`src/sv/wasb_pkg.sv`:
```
// Shared types, codes and helpers of the acknowledgement status scoreboard.
package wasb_pkg;

  localparam int unsigned DefEntries   = 64;
  localparam int unsigned DefBaWindow  = 64;
  localparam int unsigned DefFragments = 16;
  localparam int unsigned QueueDepth   = 2;
  localparam int unsigned TagW         = 21;

  typedef enum logic [3:0] {
    CMD_SENT     = 4'd0,
    CMD_ACK      = 4'd1,
    CMD_FAILED   = 4'd2,
    CMD_BAR_SENT = 4'd3,
    CMD_BLOCK_ACK = 4'd4,
    CMD_ELIGIBLE = 4'd5,
    CMD_OUTSTAND = 4'd6,
    CMD_REQUEUE  = 4'd7,
    CMD_COUNT    = 4'd8
  } cmd_e;

  localparam logic [3:0] ST_UNTX      = 4'd0;
  localparam logic [3:0] ST_NOACK     = 4'd1;
  localparam logic [3:0] ST_BA_UNREQ  = 4'd2;
  localparam logic [3:0] ST_WAIT_ACK  = 4'd3;
  localparam logic [3:0] ST_ACK_MISS  = 4'd4;
  localparam logic [3:0] ST_BA_UNACK  = 4'd5;
  localparam logic [3:0] ST_BA_ACKED  = 4'd6;
  localparam logic [3:0] ST_WAIT_BA   = 4'd7;
  localparam logic [3:0] ST_ACKED     = 4'd8;

  localparam logic [2:0] ERR_OK        = 3'd0;
  localparam logic [2:0] ERR_ACK_UNTX  = 3'd1;
  localparam logic [2:0] ERR_FULL      = 3'd2;
  localparam logic [2:0] ERR_POLICY    = 3'd3;
  localparam logic [2:0] ERR_FAIL_UNEX = 3'd4;
  localparam logic [2:0] ERR_REQ_PEND  = 3'd5;

  localparam logic [1:0] POL_NORMAL = 2'd0;
  localparam logic [1:0] POL_BLOCK  = 2'd1;
  localparam logic [1:0] POL_NOACK  = 2'd2;

  typedef enum logic [2:0] {
    ENG_IDLE,
    ENG_SCAN,
    ENG_APPLY,
    ENG_EMIT,
    ENG_REPORT
  } eng_state_e;

  typedef struct packed {
    logic [3:0]  command;
    logic        is_qos;
    logic [47:0] address;
    logic [3:0]  tid;
    logic [11:0] seq_num;
    logic [3:0]  frag_num;
    logic [1:0]  ack_policy;
    logic        compressed;
    logic [63:0] bitmap;
    logic [5:0]  bitmap_offset;
    logic [3:0]  query_status;
  } in_item_t;

  typedef struct packed {
    logic [3:0]  status;
    logic        eligible;
    logic        outstanding;
    logic [6:0]  count;
    logic        acked_valid;
    logic [11:0] acked_seq;
    logic [3:0]  acked_frag;
    logic [2:0]  error;
    logic        last;
  } res_item_t;

  // Classified command handed from the front to the engine.
  typedef struct packed {
    logic [3:0]      command;
    logic [47:0]     address;
    logic [TagW-1:0] key;
    logic [3:0]      tid;
    logic [11:0]     seq;
    logic            compressed;
    logic [63:0]     bitmap;
    logic [5:0]      bitmap_offset;
    logic [3:0]      query_status;
    logic [3:0]      send_status;
    logic            send_bad;
  } job_t;

  typedef struct packed {
    logic [47:0]     address;
    logic [TagW-1:0] tag;
    logic [3:0]      status;
  } entry_t;

  function automatic res_item_t mk_res(logic [3:0] st, logic [6:0] cnt, logic av,
                                       logic [11:0] aseq, logic [3:0] afrag,
                                       logic [2:0] err, logic lst);
    res_item_t r;
    r.status      = st;
    r.eligible    = (st == ST_UNTX) || (st == ST_ACK_MISS) || (st == ST_BA_UNACK);
    r.outstanding = (st == ST_BA_UNREQ);
    r.count       = cnt;
    r.acked_valid = av;
    r.acked_seq   = aseq;
    r.acked_frag  = afrag;
    r.error       = err;
    r.last        = lst;
    return r;
  endfunction

endpackage

```
`src/sv/wasb_fifo.sv`:
```
// Small first-in first-out queue used between the stages of the scoreboard.
module wasb_fifo
  import wasb_pkg::*;
#(
  parameter type T = logic,
  parameter int unsigned DEPTH = QueueDepth
) (
  input  logic clk_i,
  input  logic rst_ni,
  input  logic push_i,
  output logic full_o,
  input  T     data_i,
  input  logic pop_i,
  output logic empty_o,
  output T     data_o
);

  localparam int unsigned PW = (DEPTH > 1) ? $clog2(DEPTH) : 1;
  localparam int unsigned CW = $clog2(DEPTH + 1);

  T                store_q [DEPTH];
  logic [PW-1:0]   wptr_q, rptr_q;
  logic [CW-1:0]   cnt_q;
  logic            do_push, do_pop;

  assign full_o  = (cnt_q == CW'(DEPTH));
  assign empty_o = (cnt_q == '0);
  assign do_push = push_i && !full_o;
  assign do_pop  = pop_i && !empty_o;
  assign data_o  = store_q[rptr_q];

  always_ff @(posedge clk_i or negedge rst_ni) begin
    if (!rst_ni) begin
      wptr_q <= '0;
      rptr_q <= '0;
      cnt_q  <= '0;
    end else begin
      if (do_push) begin
        wptr_q <= (wptr_q == PW'(DEPTH - 1)) ? '0 : wptr_q + PW'(1);
      end
      if (do_pop) begin
        rptr_q <= (rptr_q == PW'(DEPTH - 1)) ? '0 : rptr_q + PW'(1);
      end
      if (do_push && !do_pop) begin
        cnt_q <= cnt_q + CW'(1);
      end else if (do_pop && !do_push) begin
        cnt_q <= cnt_q - CW'(1);
      end
    end
  end

  always_ff @(posedge clk_i) begin
    if (do_push) begin
      store_q[wptr_q] <= data_i;
    end
  end

endmodule

```
`config.mk`:
```
export PLATFORM = sky130hd
export DESIGN_NAME = wasb_fifo
export DESIGN_NICKNAME = d
export VERILOG_FILES = /design/src/sv/wasb_pkg.sv /design/src/sv/wasb_fifo.sv
export SDC_FILE = /design/constraint.sdc
export NUM_CORES = 1
export LEC_CHECK = 0
export BUFFER_PORTS_ARGS = -buffer_cell sky130_fd_sc_hd__buf_2
export CAP_MARGIN = 15
export CORE_AREA = 2 2 39 41
export CTS_CLUSTER_DIAMETER = 100
export CTS_CLUSTER_SIZE = 20
export DETAILED_ROUTE_END_ITERATION = 16
export DIE_AREA = 0 0 41 43
export GPL_TIMING_DRIVEN = 0
export MAX_ROUTING_LAYER = met4
export PLACE_DENSITY = 0.49
export SKIP_LAST_GASP = 1
export SYNTH_ARGS = -nofsm -noshare
export SYNTH_HDL_FRONTEND = slang
export SYNTH_SLANG_ARGS = --single-unit
export TNS_END_PERCENT = 20
```
`constraint.sdc`:
```
create_clock -name clk_i -period 1.9 [get_ports clk_i]
set_input_delay 0.38 -clock clk_i [delete_from_list [all_inputs] [get_ports clk_i]]
set_output_delay 0.38 -clock clk_i [all_outputs]
set_load 0.02 [all_outputs]
```
==> results by group <==
Global route
  – Grt ovf: 0
  – First-pass GRT wire length: 731 µm
  – GRT Util Overall: slightly above 7%
  – Number of global-route vias before repair: approximately 190
  – Pin count of the biggest net entering global routing: 6
  – Initial antenna violation count: 0

Layout
  – Layout area overhead: 34.1%
  – Layout Nets: 41
  – Fin cells: 50
  – Layout cell share with drive strength beyond 1: between 30% and 40%
  – N_diodes: 0
  – Fin area: between 300 and 400 µm²

Logic synthesis
  – Post-synth top area cell: dfrtp_1
  – Synthesized area per cell: between 10 and 15 µm²
  – EDFF count, synth: 2
  – Ys async rst share: ~67%
  – Mapped Area: between 200 and 300 µm²
  – Prevailing post-synth register cell: dfrtp_1
  – Synth cell count leaders: dfrtp_1 (4), nor2_1 (3), xnor2_1 (3)
  – YS warnings: 0
  – Most common cell in the synthesized netlist: dfrtp_1
  – Post-Syn Nets: 28
  – Share of the synthesized area in the top cell type: 37.4%
  – Ranking of synthesized cells by area: dfrtp_1 (37%), edfxtp_1 (22%), xnor2_1 (9.8%), xor2_1 (6.5%), ha_1 (4.7%)
  – Post-Syn Instances: 22
  – Yosys reg bits: 6
  – Number of distinct library cells after synthesis: 12
  – Register area share after synthesis: about three fifths

CTS
  – Clk pin slew, worst setup/hold paths: around 0.05 ns
  – Sink Count: 6
  – H-tree lvl count: 1
  – Clock root buffer: clkbuf_4
  – Skew-Pair Late Insertion Delay: around 0.25 ns
  – Num CTS Buffers: 3
  – Setup Buffers After CTS: 0
  – CTS tree: done
  – CTS max path bufs: 2

Critical path
  – Slowest CP cell: dfrtp_1
  – Setup CP Type: reg2reg
  – WP buf/inv: 1
  – CP Cell Sequence: nand2b_1 -> nand2_1 -> inv_1 -> ha_1 -> xor2_1 -> nor2_1 -> xor2_1
  – CP delay by family, top: simple AND/OR/NAND/NOR gates
  – Worst setup SP type: flip-flop
  – Critical Path Max Stage Delay: 0.43 ns
  – Worst endpoint required time: roughly 2.1 ns
  – Critical path arrival: 1.67 ns
  – Most frequent CP cell: xor2_1
  – Largest fanout on the critical path: 5
  – Crit. End Element: flip-flop

Routing
  – Antenna viol nets, final: 0
  – Total Routed Length: around 500 µm
  – Remaining DRCs: 0
  – DRT Pass-1 Iters: 2
  – Wire per inst: about 10 µm
  – DRT iter0 DRCs: 1
  – DR vias: 188
  – Vias per cell: 3.76

Placement
  – Dpl hpwl: between 300 and 400 µm
  – Placed cells: 45
  – GP Congestion: 0.656
  – Number of port buffers: 7
  – Area after DPL: between 300 and 400 µm²

Floorplanning
  – Starting Density: between 10% and 20%
  – Die height: approximately 43 µm
  – Die W: between 40 and 50 µm
  – Core area: 1380 µm²
  – I/O pin cnt: 8
  – Row cnt: 14
  – Die Area: ~1800 µm²

Timing
  – Fmax: 664 MHz
  – Rel. slew slack: a little over four fifths
  – Final TNS setup: 0 ns
  – Final slew viol count: 0
  – Clock skew: around 0.003 ns
  – Post-layout minimum cycle time: ~1.5 ns
  – Final setup fails: 0
  – RSZ-0062 raised after global routing: false
  – Tcrit/Tclk final: 79.2%
  – Tightest Pin Transition: 0.226 ns
  – Final Hold Viols: 0

Power and ir drop
  – P_leak: 0.174 nW
  – Pwr Total: around 0.62 mW
  – Power Density: ~1700 nW/µm²
  – Worst VDD drop: approximately 540 µV

Outcome
  – Status: complete, no violations

Flow run
  – Max cap viols: 0

Worst hold path
  – Hold crit path type: in2reg
-- final cells by class --
type	count	area, µm²
well taps	16	20.0
flip-flops and latches	6	160
inverters	2	7.51
multi-input cells	14	100
fillers	153	1020
clock buffers	4	26.3
repair buffers	8	45.0
-- power breakdown --
part	internal, mW	leakage (nW)	switching [mW]
Sequential	0.194	0.0652	0.0539
Combinational	0.116	0.0939	0.128
Clock	0.0797	0.0150	0.0484
Total	0.389	0.174	0.230
-- layout by cell type, fill, tap and decap left out, drive strengths merged, types with 2 or more instances in the layout --
cell and count:
buf 7, clkbuf 4, dfrtp 4, edfxtp 2, inv 2, nor2 3
xnor2 3, xor2 2
-- flip-flops by register name, summed over array words and instances (netlist names) --
signal   count
cnt_q        2
rptr_q       1
store_q      2
wptr_q       1
-- kinds of logic (layout without fill, tap and decap cells) --
kind of cell / count (synthesis) / in the layout / share of synthesized area, %
xor gates and xnor gates: 5 / 5 / 16.4
buffers and inverters: 2 / 14 / 2.80
and+or+nand+nor: 6 / 6 / 10.3
AOI/OAI and AO/OA: 1 / 1 / 1.87
DFF: 6 / 6 / 59.8
muxes: 1 / 1 / 4.21
adders and majority gates: 1 / 1 / 4.67
-- routing by layer --
layer  track usage (%)  wire, µm  vias up
li1                  -         -       94
met1              6.89       217       84
met2              9.69       217       10
met3              6.28        65        0
met4              4.00         0        0
met5                 -         0        -
-- final timing paths --
kind,from,to,slack [ns],cells after the start
max,cnt_q[0],cnt_q[1],0.39,7
min,data_i,store_q[0],0.33,1
max reg2reg,cnt_q[0],cnt_q[1],0.39,7
min reg2reg,rptr_q,rptr_q,0.50,1
max in group asynchronous,rst_ni,cnt_q[0],1.31,2
min in group asynchronous,rst_ni,wptr_q,0.47,2
-- per-stage QoR --
stage	worst slack, ns	hold slack [ns]	util [%]
2_1_floorplan	0.539	0.0844	-
3_3_place_gp	0.481	0.185	23.3
3_5_place_dp	0.407	0.193	23.3
4_1_cts	0.389	0.327	25.9
5_1_grt	0.301	0.328	25.9
6_report	0.395	0.330	25.9
-- repair_timing --
action,4_1_cts,5_1_grt
endpoints found under the hold margin,4,0
resized for setup,0,0
hold buffers,1,0
No activity file was read; power rests on OpenSTA's default activity.
