File: src/sv/wasb_pkg.sv
// Shared types, codes and helpers of the acknowledgement status scoreboard.
package wasb_pkg;

  localparam int unsigned DefEntries   = 64;
  localparam int unsigned DefBaWindow  = 64;
  localparam int unsigned DefFragments = 16;
  localparam int unsigned QueueDepth   = 2;
  localparam int unsigned TagW         = 21;

  typedef enum logic [3:0] {
    CMD_SENT     = 4'd0,
    CMD_ACK      = 4'd1,
    CMD_FAILED   = 4'd2,
    CMD_BAR_SENT = 4'd3,
    CMD_BLOCK_ACK = 4'd4,
    CMD_ELIGIBLE = 4'd5,
    CMD_OUTSTAND = 4'd6,
    CMD_REQUEUE  = 4'd7,
    CMD_COUNT    = 4'd8
  } cmd_e;

  localparam logic [3:0] ST_UNTX      = 4'd0;
  localparam logic [3:0] ST_NOACK     = 4'd1;
  localparam logic [3:0] ST_BA_UNREQ  = 4'd2;
  localparam logic [3:0] ST_WAIT_ACK  = 4'd3;
  localparam logic [3:0] ST_ACK_MISS  = 4'd4;
  localparam logic [3:0] ST_BA_UNACK  = 4'd5;
  localparam logic [3:0] ST_BA_ACKED  = 4'd6;
  localparam logic [3:0] ST_WAIT_BA   = 4'd7;
  localparam logic [3:0] ST_ACKED     = 4'd8;

  localparam logic [2:0] ERR_OK        = 3'd0;
  localparam logic [2:0] ERR_ACK_UNTX  = 3'd1;
  localparam logic [2:0] ERR_FULL      = 3'd2;
  localparam logic [2:0] ERR_POLICY    = 3'd3;
  localparam logic [2:0] ERR_FAIL_UNEX = 3'd4;
  localparam logic [2:0] ERR_REQ_PEND  = 3'd5;

  localparam logic [1:0] POL_NORMAL = 2'd0;
  localparam logic [1:0] POL_BLOCK  = 2'd1;
  localparam logic [1:0] POL_NOACK  = 2'd2;

  typedef enum logic [2:0] {
    ENG_IDLE,
    ENG_SCAN,
    ENG_APPLY,
    ENG_EMIT,
    ENG_REPORT
  } eng_state_e;

  typedef struct packed {
    logic [3:0]  command;
    logic        is_qos;
    logic [47:0] address;
    logic [3:0]  tid;
    logic [11:0] seq_num;
    logic [3:0]  frag_num;
    logic [1:0]  ack_policy;
    logic        compressed;
    logic [63:0] bitmap;
    logic [5:0]  bitmap_offset;
    logic [3:0]  query_status;
  } in_item_t;

  typedef struct packed {
    logic [3:0]  status;
    logic        eligible;
    logic        outstanding;
    logic [6:0]  count;
    logic        acked_valid;
    logic [11:0] acked_seq;
    logic [3:0]  acked_frag;
    logic [2:0]  error;
    logic        last;
  } res_item_t;

  // Classified command handed from the front to the engine.
  typedef struct packed {
    logic [3:0]      command;
    logic [47:0]     address;
    logic [TagW-1:0] key;
    logic [3:0]      tid;
    logic [11:0]     seq;
    logic            compressed;
    logic [63:0]     bitmap;
    logic [5:0]      bitmap_offset;
    logic [3:0]      query_status;
    logic [3:0]      send_status;
    logic            send_bad;
  } job_t;

  typedef struct packed {
    logic [47:0]     address;
    logic [TagW-1:0] tag;
    logic [3:0]      status;
  } entry_t;

  function automatic res_item_t mk_res(logic [3:0] st, logic [6:0] cnt, logic av,
                                       logic [11:0] aseq, logic [3:0] afrag,
                                       logic [2:0] err, logic lst);
    res_item_t r;
    r.status      = st;
    r.eligible    = (st == ST_UNTX) || (st == ST_ACK_MISS) || (st == ST_BA_UNACK);
    r.outstanding = (st == ST_BA_UNREQ);
    r.count       = cnt;
    r.acked_valid = av;
    r.acked_seq   = aseq;
    r.acked_frag  = afrag;
    r.error       = err;
    r.last        = lst;
    return r;
  endfunction

endpackage

File: src/sv/wasb_fifo.sv
// Small first-in first-out queue used between the stages of the scoreboard.
module wasb_fifo
  import wasb_pkg::*;
#(
  parameter type T = logic,
  parameter int unsigned DEPTH = QueueDepth
) (
  input  logic clk_i,
  input  logic rst_ni,
  input  logic push_i,
  output logic full_o,
  input  T     data_i,
  input  logic pop_i,
  output logic empty_o,
  output T     data_o
);

  localparam int unsigned PW = (DEPTH > 1) ? $clog2(DEPTH) : 1;
  localparam int unsigned CW = $clog2(DEPTH + 1);

  T                store_q [DEPTH];
  logic [PW-1:0]   wptr_q, rptr_q;
  logic [CW-1:0]   cnt_q;
  logic            do_push, do_pop;

  assign full_o  = (cnt_q == CW'(DEPTH));
  assign empty_o = (cnt_q == '0);
  assign do_push = push_i && !full_o;
  assign do_pop  = pop_i && !empty_o;
  assign data_o  = store_q[rptr_q];

  always_ff @(posedge clk_i or negedge rst_ni) begin
    if (!rst_ni) begin
      wptr_q <= '0;
      rptr_q <= '0;
      cnt_q  <= '0;
    end else begin
      if (do_push) begin
        wptr_q <= (wptr_q == PW'(DEPTH - 1)) ? '0 : wptr_q + PW'(1);
      end
      if (do_pop) begin
        rptr_q <= (rptr_q == PW'(DEPTH - 1)) ? '0 : rptr_q + PW'(1);
      end
      if (do_push && !do_pop) begin
        cnt_q <= cnt_q + CW'(1);
      end else if (do_pop && !do_push) begin
        cnt_q <= cnt_q - CW'(1);
      end
    end
  end

  always_ff @(posedge clk_i) begin
    if (do_push) begin
      store_q[wptr_q] <= data_i;
    end
  end

endmodule

File: src/sv/wasb_front.sv
// Front end: accepts command items, builds the lookup key and queues them.
module wasb_front
  import wasb_pkg::*;
(
  input  logic     clk_i,
  input  logic     rst_ni,
  input  logic     push_i,
  output logic     full_o,
  input  in_item_t item_i,
  input  logic     job_pop_i,
  output logic     job_empty_o,
  output job_t     job_o
);

  job_t job_d;

  always_comb begin
    job_d               = '0;
    job_d.command       = item_i.command;
    job_d.address       = item_i.address;
    job_d.key           = {item_i.is_qos, item_i.is_qos ? item_i.tid : 4'd0,
                           item_i.seq_num, item_i.frag_num};
    job_d.tid           = item_i.tid;
    job_d.seq           = item_i.seq_num;
    job_d.compressed    = item_i.compressed;
    job_d.bitmap        = item_i.bitmap;
    job_d.bitmap_offset = item_i.bitmap_offset;
    job_d.query_status  = item_i.query_status;
    job_d.send_status   = ST_WAIT_ACK;
    job_d.send_bad      = 1'b0;
    // Non-QoS frames always expect a normal ack.
    if (item_i.is_qos) begin
      case (item_i.ack_policy)
        POL_NORMAL: job_d.send_status = ST_WAIT_ACK;
        POL_BLOCK:  job_d.send_status = ST_BA_UNREQ;
        POL_NOACK:  job_d.send_status = ST_NOACK;
        default:    job_d.send_bad    = 1'b1;
      endcase
    end
  end

  wasb_fifo #(.T(job_t), .DEPTH(QueueDepth)) u_job_fifo (
    .clk_i,
    .rst_ni,
    .push_i  (push_i),
    .full_o  (full_o),
    .data_i  (job_d),
    .pop_i   (job_pop_i),
    .empty_o (job_empty_o),
    .data_o  (job_o)
  );

endmodule

File: config.mk
export PLATFORM = sky130hd
export DESIGN_NAME = wasb_front
export DESIGN_NICKNAME = d
export VERILOG_FILES = /design/src/sv/wasb_pkg.sv /design/src/sv/wasb_fifo.sv /design/src/sv/wasb_front.sv
export SDC_FILE = /design/constraint.sdc
export NUM_CORES = 1
export LEC_CHECK = 0
export BUFFER_PORTS_ARGS = -buffer_cell sky130_fd_sc_hd__buf_2
export CAP_MARGIN = 10
export CORE_UTILIZATION = 45
export DETAILED_ROUTE_END_ITERATION = 16
export PLACE_DENSITY = 0.73
export SLEW_MARGIN = 10
export SYNTH_ARGS = -nofsm -noshare
export SYNTH_HDL_FRONTEND = slang
export SYNTH_SLANG_ARGS = --single-unit
File: constraint.sdc
create_clock -name clk_i -period 7.1 [get_ports clk_i]
set_input_delay 1.775 -clock clk_i [delete_from_list [all_inputs] [get_ports clk_i]]
set_output_delay 1.775 -clock clk_i [all_outputs]
set_load 0.02 [all_outputs]
==> results of run 1 <==
-- through the flow --
| step | hold slack, ns | setup WS (ns) |
|---|---|---|
| floorplan | 0.479 | 0.751 |
| global route | 0.542 | 2.40 |
| global placement | 0.498 | 3.13 |
| finish | 0.511 | 2.56 |
| detailed placement | 0.512 | 3.14 |
| CTS | 0.515 | 2.55 |
-- registers in the layout, indices dropped and copies added, names as in the netlist --
signal / count
u_job_fifo.cnt_q: 2
u_job_fifo.rptr_q: 1
u_job_fifo.store_q: 310
u_job_fifo.wptr_q: 1
-- cells by family (layout without fill, tap and decap cells) --
group / after synthesis / in the layout / share of synthesized area
DFF: 314 / 314 / 0.812
muxes: 155 / 155 / 0.151
buffers and inverters: 33 / 383 / 0.0257
and+or+nand+nor: 13 / 13 / 0.00637
xor gates and xnor gates: 5 / 5 / 0.00378
adders and majority gates: 1 / 1 / 0.00108
other: 1 / 4 / 0.000324
AOI/OAI and AO/OA: 1 / 1 / 0.000431
-- placed cells by master, fill, tap and decap left out, drive strengths merged --
master / instances
inv: 3
nor2: 3
and2: 4
nand3b: 2
mux2: 155
o21ai: 1
clkbuf: 34
buf: 325
xnor2: 3
xor2: 2
nand2: 1
bufinv: 3
ha: 1
clkinv: 18
diode: 2
edfxtp: 310
conb: 2
and3: 2
nand2b: 1
dfrtp: 4
-- power groups by stage --
| stage | sequential (mW) | combinational, mW | clock (mW) |
|---|---|---|---|
| 3_5_place_dp | 2.74 | 2.03 | 0 |
| 6_report | 2.70 | 2.01 | 1.56 |
| 5_1_grt | 2.74 | 2.14 | 1.67 |
| 2_1_floorplan | 2.70 | 1.56 | 0 |
| 4_1_cts | 2.70 | 2.04 | 1.60 |
| 3_3_place_gp | 2.72 | 2.03 | 0 |
-- final cells by class --
class	instances	share of cell area
clock inverters	22	0.0132
flip-flops and latches	314	0.654
clock buffers	34	0.0547
repair buffers	325	0.116
inverters	2	0.000522
diodes	2	0.000348
well taps	330	0.0287
multi-input cells	177	0.132
-- worst max-delay path, delay by kind of cell, from the launching register on --
| kind | cells | cell delay, ns |
|---|---|---|
| flops | 1 | 0.97 |
| buf+inv | 2 | 0.61 |
| mux | 1 | 0.41 |
-- path summary, 6_finish.rpt --
path | depth (start not counted) | end | slack (ns) | start
setup / recovery | 3 | job_o[144] | 2.56 | u_job_fifo.rptr_q
hold / removal | 1 | u_job_fifo.cnt_q[1] | 0.51 | u_job_fifo.cnt_q[1]
setup reg to reg | 3 | u_job_fifo.store_q[1][140] | 4.81 | u_job_fifo.cnt_q[0]
hold reg to reg | 1 | u_job_fifo.cnt_q[1] | 0.51 | u_job_fifo.cnt_q[1]
max in group asynchronous | 1 | u_job_fifo.rptr_q | 5.92 | rst_ni
min in group asynchronous | 1 | u_job_fifo.wptr_q | 1.03 | rst_ni
-- routing by layer --
| layer | track usage | vias to the layer above | wire length (µm) |
|---|---|---|---|
| met3 | 0.0451 | 49 | 1670 |
| met1 | 0.183 | 2833 | 8440 |
| met2 | 0.266 | 224 | 10500 |
| met5 | 0 | - | 13 |
| met4 | 0.0579 | 2 | 706 |
| li1 | - | 2710 | - |
==> results by stage, run 1 <==
STA:
- The final sum of negative setup slack is 0 ns.
- The actual slew at the worst max-slew pin is 1.04 ns.
- The final number of hold-violating endpoints is 0.
- The highest clock frequency the design can meet is 220 MHz.
- The number of max-slew violations in the final report came to 0.
- For the final database, setup skew stands at 0.00651 ns.
- Of the available clock period, the critical path in the final layout requires 0.639.
- The worst path needs 4.54 ns of the cycle, external delays included.
- The worst pin sits at a relative slew slack of 0.308.
- Setup repair after global routing left no endpoint under its margin.
- The number of setup violations in the final report is 0.

Yosys:
- Yosys instantiated no cell more often than sky130_fd_sc_hd__edfxtp_1.
- The commonest cells after synthesis are sky130_fd_sc_hd__edfxtp_1, sky130_fd_sc_hd__mux2_2, sky130_fd_sc_hd__buf_6.
- The count of different cell masters after synthesis is 18.
- In the synthesized netlist the dominant register cell turns out to be sky130_fd_sc_hd__edfxtp_1.
- The sequential fraction of the synthesis area is 0.812.
- The area fraction of the dominant cell type after synthesis is 0.803.
- The number of warnings issued by yosys is 0.
- The number of enable flip-flop cells after synthesis is 310.
- The post-synthesis async set-or-reset flop share is 0.0127.
- The post-synthesis instance total is 523.
- The library cell with the largest summed area after synthesis is sky130_fd_sc_hd__edfxtp_1.
- Ranked by total cell area, the synthesized netlist is headed by sky130_fd_sc_hd__edfxtp_1, sky130_fd_sc_hd__mux2_2, sky130_fd_sc_hd__buf_6, sky130_fd_sc_hd__buf_4, sky130_fd_sc_hd__dfrtp_1.
- The synthesized netlist occupies a cell area of 11600 µm².
- The post-synthesis area per instance is 22.2 µm².
- The synthesized design contains 314 register bits.

Global route:
- The number of antenna violations at the first check in global routing came to 4.
- Entering global routing, the biggest net connects 156 pins.
- The remaining global-route overflow is 0.
- The all-layer global routing usage is 0.155.
- The via count of the first global-routing pass is 5975.
- The wire length of the first global-routing pass is 31.5 mm.

Final layout:
- The multi-input combinational cell area is 1900 µm².
- The count of cells in the finished layout, fillers not included, comes to 1206.
- The post-route cell area is 14400 µm².
- The proportion of layout cells with a drive suffix above 1 is 0.604.
- The net count of the finished layout is 1006.
- In the final layout, flip-flops and latches occupy 9410 µm².
- The final design utilization is 0.570.
- Compared with the post-synthesis result, the final layout area differs by 24.1%.
- The number of fill cells in the layout is 1973.

Clocking:
- Clock-pin slew was measured on the worst setup and hold paths at 0.06 ns.
- The clock root buffer is sky130_fd_sc_hd__clkbuf_16.
- The buffers inserted during post-CTS setup optimization is 0.
- The number of buffers added by the clock tree synthesis step is 31.
- The later-pin clock latency in the skew report is 0.55 ns.
- The post-CTS resize count is 0.
- The clock sink count is 314.
- The deepest level of the CTS H-tree is 1.
- After clock tree synthesis, the flow added hold-fix buffers numbering 0.
- The maximum buffer depth of the clock tree is 3.
- The TritonCTS clock tree is done.

Placement:
- The placed standard-cell area is 13400 µm².
- The detailed placer's ending HPWL is 13.4 mm.
- Routability-driven placement finished with a final weighted congestion of 0.732.
- The number of placed instances, taps included, is 1148.
- During placement, the flow inserted port buffers numbering 322.

Power:
- The switching part of the total is 0.327.
- The clock network fraction of design power is 0.249.
- The power density of the placed cells is 435 nW/µm².
- The cell-internal power is 4.22 mW.
- Of the total power, registers draw 0.431.
- The combinational cell fraction of total power is 0.320.
- The reported leakage power is 5.39 nW.
- For this design the total switching power over the nets is 2.05 mW.
- The total power draw is 6.26 mW.
- The worst-case IR drop observed on VDD is 0.319 mV.

Floorplanning:
- The standard cell core area is 25300 µm².
- During I/O placement, the number of pins put on the boundary was 325.
- The floorplan step set the die height to 162 µm.
- The width of the die is 162 µm.
- The floorplan step defined a die boundary enclosing 26400 µm².
- In this run the core area contains 58 standard-cell rows.
- For this configuration, the core starts out at a cell density of 0.459.

Detailed routing:
- The total number of vias is 5818.
- The routed design has 21.3 mm of wire.
- The antenna violation net count after detailed routing is 0.
- The mean number of vias per cell is 4.82.
- After detailed routing, the average wire length per cell comes to 17.7 µm.
- The count of TritonRoute iterations in the first routing pass is 4.
- The total DRC errors in the routed layout is 0.
- After the first detailed-routing iteration, the DRC count stood at 379.

Setup path:
- The arrival time reported for the critical path endpoint is 2.76 ns.
- The worst setup path is launched from a register.
- The startpoint-to-endpoint class of the critical path is reg -> out.
- The kind of capture point of the worst setup path is an output pin.
- For the worst setup path, the data required time is 5.33 ns.
- The signal on the critical path passes through buf_12, mux2_2, buf_2.
- Along the worst path, the maximum fanout reaches 95.
- The delay of the slowest critical-path stage is 0.97 ns.
- The critical path's slowest cell is sky130_fd_sc_hd__dfrtp_4.

Flow run:
- Across the run, the number of max-cap violations was 0.

Run status:
- The run finished with clean final reports.

Min path:
- The type of the tightest min-delay check is reg -> reg.
No activity file was read; power rests on OpenSTA's default activity.
==> run 2, diff against run 1 <==
Settings changed: ABC_AREA set to 1, PLACE_DENSITY 0.73 to 0.7.
Clock period 7.1 ns to 4.48 ns, I/O delays scaled along.
==> run 2 against run 1 <==
Against the previous run:
- clock skew grew 0.016 ns
- register-to-register slack lost 2.6 ns
- wire length grew 15%
- cell count grew 28%
- design area grew 0.86%
==> results by stage, run 2 <==
Setup path:
- Across all register-to-register paths, the minimum setup slack is 2.23 ns.
- The startpoint identified for the worst register-to-register timing path is u_job_fifo.cnt_q[0].
- The kind of capture point of the worst setup path is an output pin.
- The worst path buffer plus inverter count is 2.
- The endpoint identified for the worst register-to-register timing path is u_job_fifo.store_q[0][3].
- The biggest fanout along the worst timing path is 156.
- On the worst path, the slowest cell contributes a delay of 0.47 ns.
- Walking the worst path, the cells encountered are buf_12, nand2_1, nand2_1, buf_2.
- Among cell families on the critical path, the largest total delay comes from buffers and inverters.
- For the worst flop-to-flop path, the logic depth is 5.
- The startpoint class of the critical path is a register.
- In this design, the critical path's most frequently occurring cell is sky130_fd_sc_hd__nand2_1.
- The critical path is of the reg -> out type.
- Data arrives at the worst endpoint at 2.13 ns.
- Data on the critical path is required at its endpoint by 3.36 ns.
- Among all stages on the critical path, the largest delay is contributed by sky130_fd_sc_hd__buf_12.

Placement:
- Port buffering added 322 buffers.
- The congestion estimate from routability-driven global placement came to 0.777.
- In this run the cell area measured after placement is 13500 µm².
- The detailed placer's ending HPWL is 15.6 mm.

Global route:
- The wire length of the first global-routing pass is 36.6 mm.
- Entering global routing, the biggest net connects 157 pins.
- The via count of the first global-routing pass came to 7033.
- The total overflow left after global routing is 0.
- The all-layer global routing usage is 0.178.
- The number of antenna violations at the first check in global routing is 2.

Detailed routing:
- In the final routed layout, each cell accounts on average for 15.8 µm.
- The count of TritonRoute iterations in the first routing pass is 4.
- The antenna violation net count after detailed routing is 0.
- After detailed routing, the number of remaining DRC violations is 0.
- The number of design-rule violations left by the first detailed-router iteration is 498.
- After detailed routing, the total wire length is 24.4 mm.
- The total number of vias is 7197.
- The mean number of vias per cell is 4.66.

Floorplanning:
- The standard cell core area is 25300 µm².
- The floorplan has 58 rows.
- The width of the die is 163 µm.
- The vertical die dimension is 163 µm.
- 325 I/O pins were placed.
- The initial utilization of the core area, before any placement, comes to 0.461.
- The die footprint is 26500 µm².

Clocking:
- The deepest level of the CTS H-tree is 1.
- The clock root buffer is sky130_fd_sc_hd__clkbuf_16.
- The maximum buffer depth of the clock tree is 3.
- After clock tree synthesis, the repair step resized 0 gates.
- Counting every sink on the clock net gives 314.
- In this run, post-CTS hold repair placed 0 buffers.
- In this run, CTS created clock tree buffers numbering 31.
- Post-CTS timing repair inserted 0 buffers for setup.
- The clock-pin slew on the worst setup and hold paths is 0.06 ns.
- TritonCTS built the clock tree.
- Clock latency on the worst-skew pair, taken at its later pin, is 0.55 ns.

Final layout:
- The top cell types in the final layout, fill and taps aside, are sky130_fd_sc_hd__nand2_1, sky130_fd_sc_hd__buf_2, sky130_fd_sc_hd__edfxtp_1.
- For this run, the share of the core covered by cells in the final layout is 0.575.
- The number of flip-flops under the largest register name is 310.
- The proportion of layout cells with a drive suffix above 1 is 0.311.
- The growth of design area from synthesis to finish is 24.6%.
- In the final layout, the registers with the most flip-flops are u_job_fifo.store_q (310), u_job_fifo.cnt_q (2).
- Leaving out fill and tap cells, the most frequent cell in the layout is sky130_fd_sc_hd__nand2_1.
- Summing all multi-input logic gate instances after layout gives 1890 µm².
- After the last flow step, the layout net total stands at 1342.
- Counting the fill cells in the layout gives 2063.
- The area of all sequential standard cells is 9410 µm².
- With fillers left out, the area of the finished cells amounts to 14500 µm².
- The register with the most flip-flops is u_job_fifo.store_q.

Min path:
- The type of the tightest min-delay check is in -> async.

Yosys:
- After synthesis the netlist holds a flip-flop and latch count of 314.
- By area the synthesized netlist is led by sky130_fd_sc_hd__edfxtp_1, sky130_fd_sc_hd__nand2_1, sky130_fd_sc_hd__buf_4, sky130_fd_sc_hd__dfrtp_1, sky130_fd_sc_hd__buf_2.
- Of all cell types, the one taking the most synthesized area is sky130_fd_sc_hd__edfxtp_1.
- In this run the cell area of the synthesized design comes to 11600 µm².
- After synthesis, the most frequently instantiated cells are sky130_fd_sc_hd__nand2_1, sky130_fd_sc_hd__edfxtp_1, sky130_fd_sc_hd__buf_4.
- The most common cell in the synthesized netlist is sky130_fd_sc_hd__nand2_1.
- The area fraction of the dominant cell type after synthesis is 0.799.
- After synthesis, the share of flip-flops with an asynchronous set or reset is 0.0127.
- The most instantiated flip-flop cell in the synthesis netlist is sky130_fd_sc_hd__edfxtp_1.
- The number of enable flip-flop cells after synthesis is 310.
- The Yosys step of the flow raised 0 warnings.
- The post-synthesis instance total is 870.
- Of the synthesized area, sequential elements account for 0.808.
- Dividing the synthesized area by the synthesized cell count gives 13.4 µm².
- The count of different cell masters after synthesis is 16.

Power:
- The combinational cell fraction of total power is 0.361.
- The net switching power is 3.86 mW.
- The peak supply drop is 0.413 mV.
- The reported leakage power is 6.28 nW.
- The clock network fraction of design power is 0.236.
- In this run the power density over the cells is 711 nW/µm².
- Of the total power, registers draw 0.402.
- The internal portion of the total power is 6.46 mW.
- Of the total power, the share spent switching nets is 0.374.

Flow run:
- Max-cap violations in this run came to 0.

STA:
- Derived from the worst setup path, the maximum achievable clock frequency is 307 MHz.
- The number of max-slew violations in the final report was 0.
- The worst pin sits at a relative slew slack of 0.468.
- The final sum of negative setup slack is 0 ns.
- The actual slew at the worst max-slew pin is 0.798 ns.
- The clock skew is 0.0224 ns.
- Setup repair after global routing left no endpoint under its margin.
- The worst path needs 3.25 ns of the cycle, external delays included.
- Setup violations remaining at the end of the flow were counted as 0.
- The final number of hold-violating endpoints was 0.
- Dividing the final minimum period by the clock period gives 0.726.

Run status:
- The flow ran to the end, and the final reports show no timing, DRC or antenna violations.
==> run 2: cell type report <==
type / instances / share of cell area
Antenna cell: 3 / 0.000517
Timing Repair Buffer: 331 / 0.122
Tap cell: 330 / 0.0285
Inverter: 13 / 0.00379
Clock buffer: 44 / 0.0589
Clock inverter: 12 / 0.00742
Sequential cell: 314 / 0.649
Multi-Input combinational cell: 496 / 0.131
==> run 2: worst max-delay path by stage <==
| stage | startpoint | to | slack [ns] | depth (start not counted) |
|---|---|---|---|---|
| after floorplan | push_i | u_job_fifo.store_q[0][0] | 0.46 | 4 |
| after global placement | push_i | u_job_fifo.store_q[0][152] | 1.58 | 6 |
| after detailed placement | push_i | u_job_fifo.store_q[0][161] | 1.55 | 6 |
| after CTS | u_job_fifo.rptr_q | job_o[6] | 1.24 | 5 |
| after global routing | u_job_fifo.rptr_q | job_o[162] | 1.14 | 5 |
| final | u_job_fifo.rptr_q | job_o[2] | 1.23 | 4 |
==> run 2: metal layers <==
layer | GRT usage | share of wire | vias to the layer above
met3 | 0.0573 | 0.092 | 41
met2 | 0.310 | 0.50 | 253
met4 | 0.0476 | 0.023 | 2
li1 | - | - | 3544
met1 | 0.213 | 0.39 | 3357
met5 | 0 | 0.00053 | -
==> run 2: per-stage QoR <==
stage | power [mW] | cells | hold WS [ns] | setup WS [ns]
2_1_floorplan | 6.75 | 871 | 0.450 | 0.462
3_3_place_gp | 7.94 | 1484 | 0.468 | 1.58
3_5_place_dp | 8.00 | 1484 | 0.466 | 1.55
4_1_cts | 10.5 | 1540 | 0.359 | 1.24
5_1_grt | 10.9 | 1541 | 0.354 | 1.14
6_report | 10.3 | 1543 | 0.380 | 1.23
==> run 2: logic make-up after synthesis <==
logic type | Yosys count | share of synthesized area
buffers and inverters | 61 | 0.0307
other | 1 | 0.000322
DFF | 314 | 0.808
AOI/OAI and AO/OA | 2 | 0.000859
xor gates and xnor gates | 1 | 0.000752
adders and majority gates | 1 | 0.00107
and+or+nand+nor | 490 | 0.159
==> run 2: power groups by stage <==
stage / logic, mW / clock network [mW] / registers [mW]
2_1_floorplan: 2.52 / 0 / 4.23
4_1_cts: 3.80 / 2.50 / 4.16
3_5_place_dp: 3.78 / 0 / 4.22
3_3_place_gp: 3.75 / 0 / 4.19
6_report: 3.73 / 2.44 / 4.15
5_1_grt: 4.07 / 2.62 / 4.20
